==> src/design/av1_temporal_unit_splitter_core_defines.svh <==
// assertion macros shared by the splitter rtl
`ifndef AV1_TEMPORAL_UNIT_SPLITTER_CORE_DEFINES_SVH
`define AV1_TEMPORAL_UNIT_SPLITTER_CORE_DEFINES_SVH

// same-cycle implication, checked outside reset
`define AV1TUS_ASSERT_NOW(label, ante, cons, msg) \
   label: assert property (@(posedge clock) disable iff (reset) (ante) |-> (cons)) \
      else $error(msg);

// next-cycle implication, checked outside reset
`define AV1TUS_ASSERT_NEXT(label, ante, cons, msg) \
   label: assert property (@(posedge clock) disable iff (reset) (ante) |=> (cons)) \
      else $error(msg);

`endif

==> src/design/av1tus_pkg.sv <==
package av1tus_pkg;

   // end status codes of a result beat
   localparam logic [1:0] ST_MORE  = 2'd0;
   localparam logic [1:0] ST_CLEAN = 2'd1;
   localparam logic [1:0] ST_TRUNC = 2'd2;
   localparam logic [1:0] ST_LIMIT = 2'd3;

   // obu type of a temporal delimiter
   localparam logic [3:0] OBU_TD = 4'd2;

   localparam int unsigned OUT_BITS  = 32;
   localparam int unsigned UNIT_BITS = 13;

   typedef struct packed {
      logic [OUT_BITS-1:0] unit_offset;
      logic [OUT_BITS-1:0] unit_length;
      logic [1:0]          end_status;
      logic                last_unit;
   } result_type;

   function automatic result_type make_result(input logic [OUT_BITS-1:0] off,
                                              input logic [OUT_BITS-1:0] len,
                                              input logic [1:0]          status,
                                              input logic                last);
      result_type r;
      r.unit_offset = off;
      r.unit_length = len;
      r.end_status  = status;
      r.last_unit   = last;
      return r;
   endfunction

endpackage

==> src/design/av1_temporal_unit_splitter_core.sv <==
// a result beat enters the result queue when its byte is accepted and is offered from its head
// throughput: one byte per cycle; a byte may cause up to two result beats, which drain one per
// cycle while rsp_stall is low; input stalls while under two of the four queue slots are free
// reset: synchronous, active high; clears the parser, the queue and sets the unit cap to 512
// after a byte marked last the parser returns to its reset state, the unit cap is kept
module av1_temporal_unit_splitter_core #(
   parameter int unsigned POSITION_BITS = 32,
   parameter int unsigned MAX_LEB_BYTES = 8
) (
   input  logic        clock,
   input  logic        reset,
   // byte input channel
   input  logic        req_valid,
   output logic        req_stall,
   input  logic [7:0]  req_data_byte,
   input  logic        req_last_byte,
   // temporal unit result channel
   output logic        rsp_valid,
   input  logic        rsp_stall,
   output logic [31:0] rsp_unit_offset,
   output logic [31:0] rsp_unit_length,
   output logic [1:0]  rsp_end_status,
   output logic        rsp_last_unit,
   // unit cap register write
   input  logic        csr_valid,
   output logic        csr_ready,
   input  logic [12:0] csr_unit_cap
);

`include "av1_temporal_unit_splitter_core_defines.svh"

   localparam int unsigned LEB_BITS = 7 * MAX_LEB_BYTES;
   localparam int unsigned CNT_BITS = $clog2(MAX_LEB_BYTES + 1);
   localparam int unsigned Q_DEPTH  = 4;
   localparam int unsigned Q_PTR    = $clog2(Q_DEPTH);
   localparam int unsigned Q_CNT    = $clog2(Q_DEPTH + 1);
   localparam int unsigned UB       = av1tus_pkg::UNIT_BITS;

   typedef enum logic [2:0] {
      PH_HEADER  = 3'd0,
      PH_EXT     = 3'd1,
      PH_LEB     = 3'd2,
      PH_PAYLOAD = 3'd3,
      PH_UNSIZED = 3'd4
   } phase_type;

   // parser state
   phase_type                 phase_ff, phase_in;
   logic [POSITION_BITS-1:0]  byte_pos_ff, byte_pos_in;
   logic [3:0]                kind_ff, kind_in;
   logic                      size_present_ff, size_present_in;
   logic [LEB_BITS-1:0]       remaining_ff, remaining_in;
   logic [CNT_BITS-1:0]       leb_cnt_ff, leb_cnt_in;
   logic [POSITION_BITS-1:0]  obu_start_ff, obu_start_in;
   logic [POSITION_BITS-1:0]  unit_start_ff, unit_start_in;
   logic [POSITION_BITS-1:0]  unit_end_ff, unit_end_in;
   logic                      unit_open_ff, unit_open_in;
   logic [UB-1:0]             units_ff, units_in;
   logic                      stopped_ff, stopped_in;
   logic [UB-1:0]             unit_cap_ff, unit_cap_in;

   // result queue
   av1tus_pkg::result_type    queue_ff [Q_DEPTH];
   logic [Q_PTR-1:0]          wr_ptr_ff, wr_ptr_in;
   logic [Q_PTR-1:0]          rd_ptr_ff, rd_ptr_in;
   logic [Q_CNT-1:0]          count_ff, count_in;

   // results of the byte being accepted
   av1tus_pkg::result_type    res [2];
   logic [1:0]                n_res;

   logic                      req_accept;
   logic                      rsp_accept;
   logic                      csr_accept;

   function automatic logic [31:0] to_out(input logic [POSITION_BITS-1:0] v);
      logic [POSITION_BITS+31:0] w;
      w = {32'b0, v};
      return w[31:0];
   endfunction

   // keep room for the worst case of two beats per byte
   assign req_stall  = (count_ff > Q_CNT'(Q_DEPTH - 2));
   assign req_accept = req_valid && !req_stall;
   assign rsp_valid  = (count_ff != '0);
   assign rsp_accept = rsp_valid && !rsp_stall;
   assign csr_ready  = 1'b1;
   assign csr_accept = csr_valid && csr_ready;

   assign rsp_unit_offset = queue_ff[rd_ptr_ff].unit_offset;
   assign rsp_unit_length = queue_ff[rd_ptr_ff].unit_length;
   assign rsp_end_status  = queue_ff[rd_ptr_ff].end_status;
   assign rsp_last_unit   = queue_ff[rd_ptr_ff].last_unit;

   // per-byte parse step
   always_comb begin
      logic [POSITION_BITS-1:0] end_pos;
      logic                     finish;
      logic [POSITION_BITS-1:0] open_len;
      logic [1:0]               end_code;

      phase_in        = phase_ff;
      kind_in         = kind_ff;
      size_present_in = size_present_ff;
      remaining_in    = remaining_ff;
      leb_cnt_in      = leb_cnt_ff;
      obu_start_in    = obu_start_ff;
      unit_start_in   = unit_start_ff;
      unit_end_in     = unit_end_ff;
      unit_open_in    = unit_open_ff;
      units_in        = units_ff;
      stopped_in      = stopped_ff;
      res[0]          = '0;
      res[1]          = '0;
      n_res           = 2'd0;
      finish          = 1'b0;
      open_len        = '0;
      end_code        = av1tus_pkg::ST_MORE;

      end_pos     = byte_pos_ff + POSITION_BITS'(1);
      byte_pos_in = end_pos;

      if (!stopped_ff) begin
         case (phase_ff)
            PH_HEADER: begin
               obu_start_in    = byte_pos_ff;
               kind_in         = req_data_byte[6:3];
               size_present_in = req_data_byte[1];
               remaining_in    = '0;
               leb_cnt_in      = '0;
               if (req_data_byte[2]) begin
                  phase_in = PH_EXT;
               end else begin
                  phase_in = req_data_byte[1] ? PH_LEB : PH_UNSIZED;
               end
            end
            PH_EXT: begin
               phase_in = size_present_ff ? PH_LEB : PH_UNSIZED;
            end
            PH_LEB: begin
               // place this group's seven bits at its slot
               for (int g = 0; g < MAX_LEB_BYTES; g++) begin
                  if (leb_cnt_ff == CNT_BITS'(g)) begin
                     remaining_in[7*g +: 7] = remaining_ff[7*g +: 7] | req_data_byte[6:0];
                  end
               end
               leb_cnt_in = leb_cnt_ff + CNT_BITS'(1);
               // overlong sizes end after the last allowed group
               if (!req_data_byte[7] || (leb_cnt_in >= CNT_BITS'(MAX_LEB_BYTES))) begin
                  if (remaining_in == '0) begin
                     finish = 1'b1;
                  end else begin
                     phase_in = PH_PAYLOAD;
                  end
               end
            end
            PH_PAYLOAD: begin
               remaining_in = remaining_ff - LEB_BITS'(1);
               if (remaining_in == '0) begin
                  finish = 1'b1;
               end
            end
            default: begin
            end
         endcase

         // an unsized obu closes at stream end
         if (req_last_byte && (phase_in == PH_UNSIZED)) begin
            finish = 1'b1;
         end

         if (finish) begin
            phase_in = PH_HEADER;
            if ((kind_in == av1tus_pkg::OBU_TD) || !unit_open_ff) begin
               if (units_ff >= unit_cap_ff) begin
                  // unit limit: flush whatever is open and stop
                  stopped_in = 1'b1;
                  open_len   = unit_end_ff - unit_start_ff;
                  res[0]     = unit_open_ff ?
                     av1tus_pkg::make_result(to_out(unit_start_ff), to_out(open_len),
                                             av1tus_pkg::ST_LIMIT, 1'b1) :
                     av1tus_pkg::make_result('0, '0, av1tus_pkg::ST_LIMIT, 1'b1);
                  n_res      = 2'd1;
               end else begin
                  if (unit_open_ff) begin
                     open_len = unit_end_ff - unit_start_ff;
                     res[0]   = av1tus_pkg::make_result(to_out(unit_start_ff),
                                                        to_out(open_len),
                                                        av1tus_pkg::ST_MORE, 1'b0);
                     n_res    = 2'd1;
                  end
                  unit_start_in = obu_start_in;
                  unit_end_in   = end_pos;
                  unit_open_in  = 1'b1;
                  units_in      = units_ff + UB'(1);
               end
            end else begin
               unit_end_in = end_pos;
            end
         end

         // stream end: emit the open unit (or an empty beat), truncated unless at a header boundary
         if (!stopped_in && req_last_byte) begin
            end_code = (phase_in == PH_HEADER) ? av1tus_pkg::ST_CLEAN : av1tus_pkg::ST_TRUNC;
            open_len = unit_end_in - unit_start_in;
            res[n_res[0]] = unit_open_in ?
               av1tus_pkg::make_result(to_out(unit_start_in), to_out(open_len),
                                       end_code, 1'b1) :
               av1tus_pkg::make_result('0, '0, end_code, 1'b1);
            n_res = n_res + 2'd1;
         end
      end

      if (req_last_byte) begin
         phase_in        = PH_HEADER;
         byte_pos_in     = '0;
         kind_in         = '0;
         size_present_in = 1'b0;
         remaining_in    = '0;
         leb_cnt_in      = '0;
         obu_start_in    = '0;
         unit_start_in   = '0;
         unit_end_in     = '0;
         unit_open_in    = 1'b0;
         units_in        = '0;
         stopped_in      = 1'b0;
      end
   end

   // queue pointer and fill bookkeeping
   always_comb begin
      logic [1:0] pushed;
      pushed    = req_accept ? n_res : 2'd0;
      wr_ptr_in = wr_ptr_ff + Q_PTR'(pushed);
      rd_ptr_in = rd_ptr_ff + Q_PTR'(rsp_accept);
      count_in  = count_ff + Q_CNT'(pushed) - Q_CNT'(rsp_accept);
   end

   assign unit_cap_in = csr_unit_cap;

   always_ff @(posedge clock) begin
      if (reset) begin
         phase_ff        <= PH_HEADER;
         byte_pos_ff     <= '0;
         kind_ff         <= '0;
         size_present_ff <= 1'b0;
         remaining_ff    <= '0;
         leb_cnt_ff      <= '0;
         obu_start_ff    <= '0;
         unit_start_ff   <= '0;
         unit_end_ff     <= '0;
         unit_open_ff    <= 1'b0;
         units_ff        <= '0;
         stopped_ff      <= 1'b0;
         unit_cap_ff     <= UB'(512);
         wr_ptr_ff       <= '0;
         rd_ptr_ff       <= '0;
         count_ff        <= '0;
      end else begin
         if (req_accept) begin
            phase_ff        <= phase_in;
            byte_pos_ff     <= byte_pos_in;
            kind_ff         <= kind_in;
            size_present_ff <= size_present_in;
            remaining_ff    <= remaining_in;
            leb_cnt_ff      <= leb_cnt_in;
            obu_start_ff    <= obu_start_in;
            unit_start_ff   <= unit_start_in;
            unit_end_ff     <= unit_end_in;
            unit_open_ff    <= unit_open_in;
            units_ff        <= units_in;
            stopped_ff      <= stopped_in;
         end
         if (csr_accept) begin
            unit_cap_ff <= unit_cap_in;
         end
         wr_ptr_ff <= wr_ptr_in;
         rd_ptr_ff <= rd_ptr_in;
         count_ff  <= count_in;
      end
   end

   // queue storage, payload only
   always_ff @(posedge clock) begin
      if (req_accept && (n_res != 2'd0)) begin
         queue_ff[wr_ptr_ff] <= res[0];
         if (n_res == 2'd2) begin
            queue_ff[wr_ptr_ff + Q_PTR'(1)] <= res[1];
         end
      end
   end

   `AV1TUS_ASSERT_NOW(a_queue_bound, 1'b1, count_ff <= Q_CNT'(Q_DEPTH),
      "result queue overfilled")
   `AV1TUS_ASSERT_NOW(a_room_on_accept, req_accept, count_ff <= Q_CNT'(Q_DEPTH - 2),
      "byte taken without room for two beats")
   `AV1TUS_ASSERT_NEXT(a_restart_after_last, req_accept && req_last_byte,
      (byte_pos_ff == '0) && !unit_open_ff && !stopped_ff,
      "parser not back at stream start after last byte")
   `AV1TUS_ASSERT_NOW(a_closed_means_none, !unit_open_ff, units_ff == '0,
      "units counted with no unit open")

endmodule

==> config.mk <==
export PLATFORM = sky130hd
export DESIGN_NAME = av1_temporal_unit_splitter_core
export DESIGN_NICKNAME = d
export VERILOG_FILES = /design/src/design/av1tus_pkg.sv /design/src/design/av1_temporal_unit_splitter_core.sv
export VERILOG_INCLUDE_DIRS = /design/src /design/src/design
export SDC_FILE = /design/constraint.sdc
export NUM_CORES = 1
export LEC_CHECK = 0
export BUFFER_PORTS_ARGS = -buffer_cell sky130_fd_sc_hd__buf_2
export CORE_MARGIN = 1
export CORE_UTILIZATION = 50
export CTS_CLUSTER_SIZE = 40
export DETAILED_ROUTE_END_ITERATION = 6
export GPL_TIMING_DRIVEN = 0
export PLACE_DENSITY = 0.68
export SLEW_MARGIN = 10
export SYNTH_ARGS = -nofsm -noshare
export SYNTH_HDL_FRONTEND = slang
export SYNTH_SLANG_ARGS = --single-unit
==> constraint.sdc <==
create_clock -name clock -period 11.5 [get_ports clock]
set_clock_uncertainty 0.2 [all_clocks]
set_input_delay 0.575 -clock clock [delete_from_list [all_inputs] [get_ports clock]]
set_output_delay 0.575 -clock clock [all_outputs]
set_load 0.005 [all_outputs]
# Yosys cells after proc, flatten, opt, wreduce, memory -nomap -nowiden
# Memory sizes are Yosys's and may differ from the RTL's. A register that Yosys moved wholly into a read port is not among the register bits.
# Index checks and enable logic that the tools add are counted.
# word_totals
regBits	231
latchBits	0
mem_bits_rw	268
rom_bits	0
word_cells	202
mem_count	1
# op_classes
addsub	12
multipliers	0
div	0
magnitude_cmp	5
eq_ne	15
n_shift	0
n_mux	114
bitwise_logic	9
reduce_logical	30
# mem_list
name	words	word_bits	read_ports	rd_clocked_by_memory_dff	wr	line	text
queue_ff	4	67	1	1	2	av1_temporal_unit_splitter_core.sv:63	av1tus_pkg::result_type queue_ff [Q_DEPTH];
# ops
operator	count
$mux 67	8
$mux 32	16
$mux 134	2
$mux 7	24
$pmux 56 s3	1
$bwmux 134	1
$logic_not 56->1	2
$mux 56	2
$demux 67 s1	1
$mux 13	5
$sub 32x32->32	2
$or 7x7->7	8
$sub 56x1->56 const B	1
$add 32x1->32 const B	1
$mux 3	10
$mux 1	29
$mux 4	6
$eq 4x3->1 const B	4
$add 13x1->13 const B	1
$ge 13x13->1	1
$eq 4x2->1 const B	3
$mux 2	6
$pmux 3 s3	1
$reduce_and 3->1	3
other kinds (29)	47

# Depth between registers and ports, before layout
# logic_depth
ltp_word	23
depth_mapped	29
ltp_nobuf	26

# Least setup slack after synthesis
# No wires, ideal clock.
# synth_path
path_type	flip-flop to flip-flop
from	register remaining_ff[2]
to	memory queue_ff[3][0] (netlist name) (enable)
arrival_ns	10.819
required_time_ns	10.618
setup_slack_ns	-0.201
stages_incl_launch_ff	17
n_path_buf	3
path_cell_list	dfxtp_1 > buf_6 > or4_1 > buf_2 > or4_1 > nor4b_1 > xor2_1 > or4_1 > nor4_1 > a31o_4 > nor2_2 > nor2_1 > nor2b_1 > ha_1 > clkbuf_1 > mux2i_1 > nor4b_1
# synth_lines
item	line	text
from (decl)	av1_temporal_unit_splitter_core.sv:52	logic [LEB_BITS-1:0] remaining_ff, remaining_in;
from (signal assigned)	av1_temporal_unit_splitter_core.sv:265	remaining_ff <= remaining_in;
to (decl)	av1_temporal_unit_splitter_core.sv:63	

==> out/metrics.yaml <==
vias: 26600
synthAdderAreaFrac_pct: 4.06
syn_avg_cell_area_um2: 9.32
synth_xor_area_share_pct: 3.74
yosysMostFrequentCell: "nor2_1"
cts_sinks: 499
syn2layout_area_growth_pct: 12.9
worstSkewPairLatency_ps: 630
dp_hpwl_mm: 83.5
syn_area_mm2: 0.0292
grt_pass1_wl_mm: 160
synth-simple-area-share_pct: 15.6
cts_tree: "yes"
synth_seq_cells: 499
clock_path_buffers: 3
worst_pin_slew_ps: 1370
ys_seq_area_share_pct: 43.4
antenna_found_initial: 0
drtIter0Drc: 2774
yosys_most_used_dff: "edfxtp_1"
hold_depth: 3
outcome: "finished, violations left"
crit_required_ps: 11750
synth_top_family_by_area: "compound AO/OA/AOI/OAI gates"
fin_crit_ps: 10610
synth_nets: 3253
grtUsageMet3_pct: 5.21
place_ws_ps: 1360
cap_violations: 0
start_util_pct: 50.6
worst_r2r_path_depth: 26
die_y_um: 244
synth_edf_count: 268
finalPower_mw: 4.76
power.leakage_nw: 11.9
port_buffers: 94
routed_via_density: 6.42
ant_nets: 0
cpMaxStageDelayCell: "nor4_1"
violations: "design-rule violations"
place_congestion: 0.985
hold_viol: 0
cpPeakStageDelay_ps: 1150
antenna_cells: 0
fp.dieW_um: 244
wirelength_mm: 109
grt-ovfl-total: 0
hold_path_class: "in -> reg"
synth_warnings: 0
peakVddDrop_v: 0.000129
syn_inst: 3133
setup_violations: 0
relSlewSlack_pct: 7.76
synth_top_area_share_pct: 27.6
rows: 88
ios: 97
grt_usage_pct: 35.9
layout-drive-gt1-share_pct: 10.9
htreeDepth: 2
use_met1_pct: 43.7
fin_util_pct: 57.1
final_max_slew_viol_count: 0
cp_max_fo: 10
fp.dieArea_mm2: 0.0594
synth_top_area_cell: "edfxtp_1"
synthMuxAreaShare_pct: 7.35
setup_tns_ps: 0
max_clock_freq_ghz: 0.0942
clk_pin_slew_ps: 60
power_density_mw_per_mm2: 144
synth_compound_area_share_pct: 20.9
grt.met2_usage_pct: 61.4
layout_setup_ws_ps: 888
yosys-top-cells-count: "nor2_1 (404), edfxtp_1 (268), a21oi_1 (242)"
startpoint_type: "flip-flop"
cts_root_buffer: "clkbuf_16"
crit_top_cell: "o21ai_0"
drtPass1Iterations: 7
ys_top_cells_by_area: "edfxtp_1 (28%), dfxtp_1 (16%), nor2_1 (5.2%), mux4_2 (5.2%), a21oi_1 (4.1%)"
drc_errors: 4
fin_crit_sh_pct: 92.3
synth_cell_types: 93
gr-max-usage-layer: "met2"
coreArea_mm2: 0.0577
rsz0062_at_grt: "no"
grt_max_degree: 15
wl_per_cell_um: 26.2
arrival_ps: 10860
critPathKind: "reg -> reg"
critPathCaptureType: "flip-flop"
cts_inserted_buffers: 54
layout.nets: 3457
ys_async_sr_fraction_pct: 0
post-cts-setup-buffers: 0
grt_pass1_vias: 25600
## repair_timing
item	CTS	global route
hold endpoints to repair	12	0
gates resized for setup	0	0
hold buffers	12	0
## critical path, delay by kind of cell (launching register included)
family,cells,cell delay [ps]
fa+ha+maj,1,450
xor+xnor,2,610
compound gates,13,3900
buf+inv,4,970
simple gates,6,3960
flops,1,300
## routing by layer
layer / vias to the layer above / wire length, µm
met5: - / 0
met4: 0 / 6490
met3: 304 / 8620
met2: 1391 / 52600
met1: 12900 / 41100
li1: 12100 / -
## stage by stage
| stage | hold WS (ps) | instance area, µm² | std cells |
|---|---|---|---|
| final | 60.8 | 33000 | 4145 |
| after global routing | 50.8 | 33000 | 4145 |
| after CTS | 3.09 | 33000 | 4145 |
| after detailed placement | 285 | 31100 | 4034 |
| after global placement | 279 | 30600 | 3992 |
| after floorplan | 259 | 29200 | 3133 |
## cells by family after synthesis
logic type	count (synthesis)
AO/OA/AOI/OAI	958
XOR/XNOR	123
adder cells (fa/ha/maj)	93
buffers and inverters	354
flip-flops	499
multiplexers	130
other	1
AND/OR/NAND/NOR	975
## report_power, final
part | internal [mW] | switching [mW] | leakage, nW
clock network | 1.01 | 0.765 | 0.863
logic | 0.383 | 0.654 | 6.50
registers | 1.93 | 0.0243 | 4.52
## worst paths after layout
kind                                 from                          end  slack [ps]
max          remaining_ff[9]$_SDFFE_PP0P_    queue_ff[3][33]$_DFFE_PP_         890
min                       csr_unit_cap[1]  unit_cap_ff[1]$_SDFFE_PP0P_          60
max reg2reg  remaining_ff[9]$_SDFFE_PP0P_    queue_ff[3][33]$_DFFE_PP_         890
min reg2reg   unit_cap_ff[5]$_SDFFE_PP0P_  unit_cap_ff[5]$_SDFFE_PP0P_         290
## flip-flops by register name, summed over array words and instances, names as in the netlist
name and flops:
unit_end_ff 32, units_ff 13, queue_ff 268, wr_ptr_ff 2, phase_ff 3, count_ff 3
kind_ff 4, remaining_ff 56, rd_ptr_ff 2, unit_start_ff 32, leb_cnt_ff 4, stopped_ff 1
unit_open_ff 1, size_present_ff 1, obu_start_ff 32, unit_cap_ff 13, byte_pos_ff 32
## area by class of cell
class,count,area (µm²)
fill,5105,24700
multi-input combinational,2280,15200
sequential,499,12700
clock buffer,73,1510
buffer,244,1030
timing repair buffer,148,962
tap,765,957
inverter,110,413
clock inverter,26,260
## placed cells by master (no fill, tap or decap), drive strengths merged, types with 32 or more instances in the layout
master,instances
a211oi,46
a21o,42
a21oi,244
a22oi,138
buf,187
clkbuf,265
dfxtp,231
edfxtp,268
ha,90
inv,110
mux2i,57
mux4,67
nand2,224
nand3,45
nor2,408
nor3,60
nor4,37
o21ai,201
o22ai,139
or3,40
xnor2,90
xor2,32
Power figures use the tool's default switching activity.
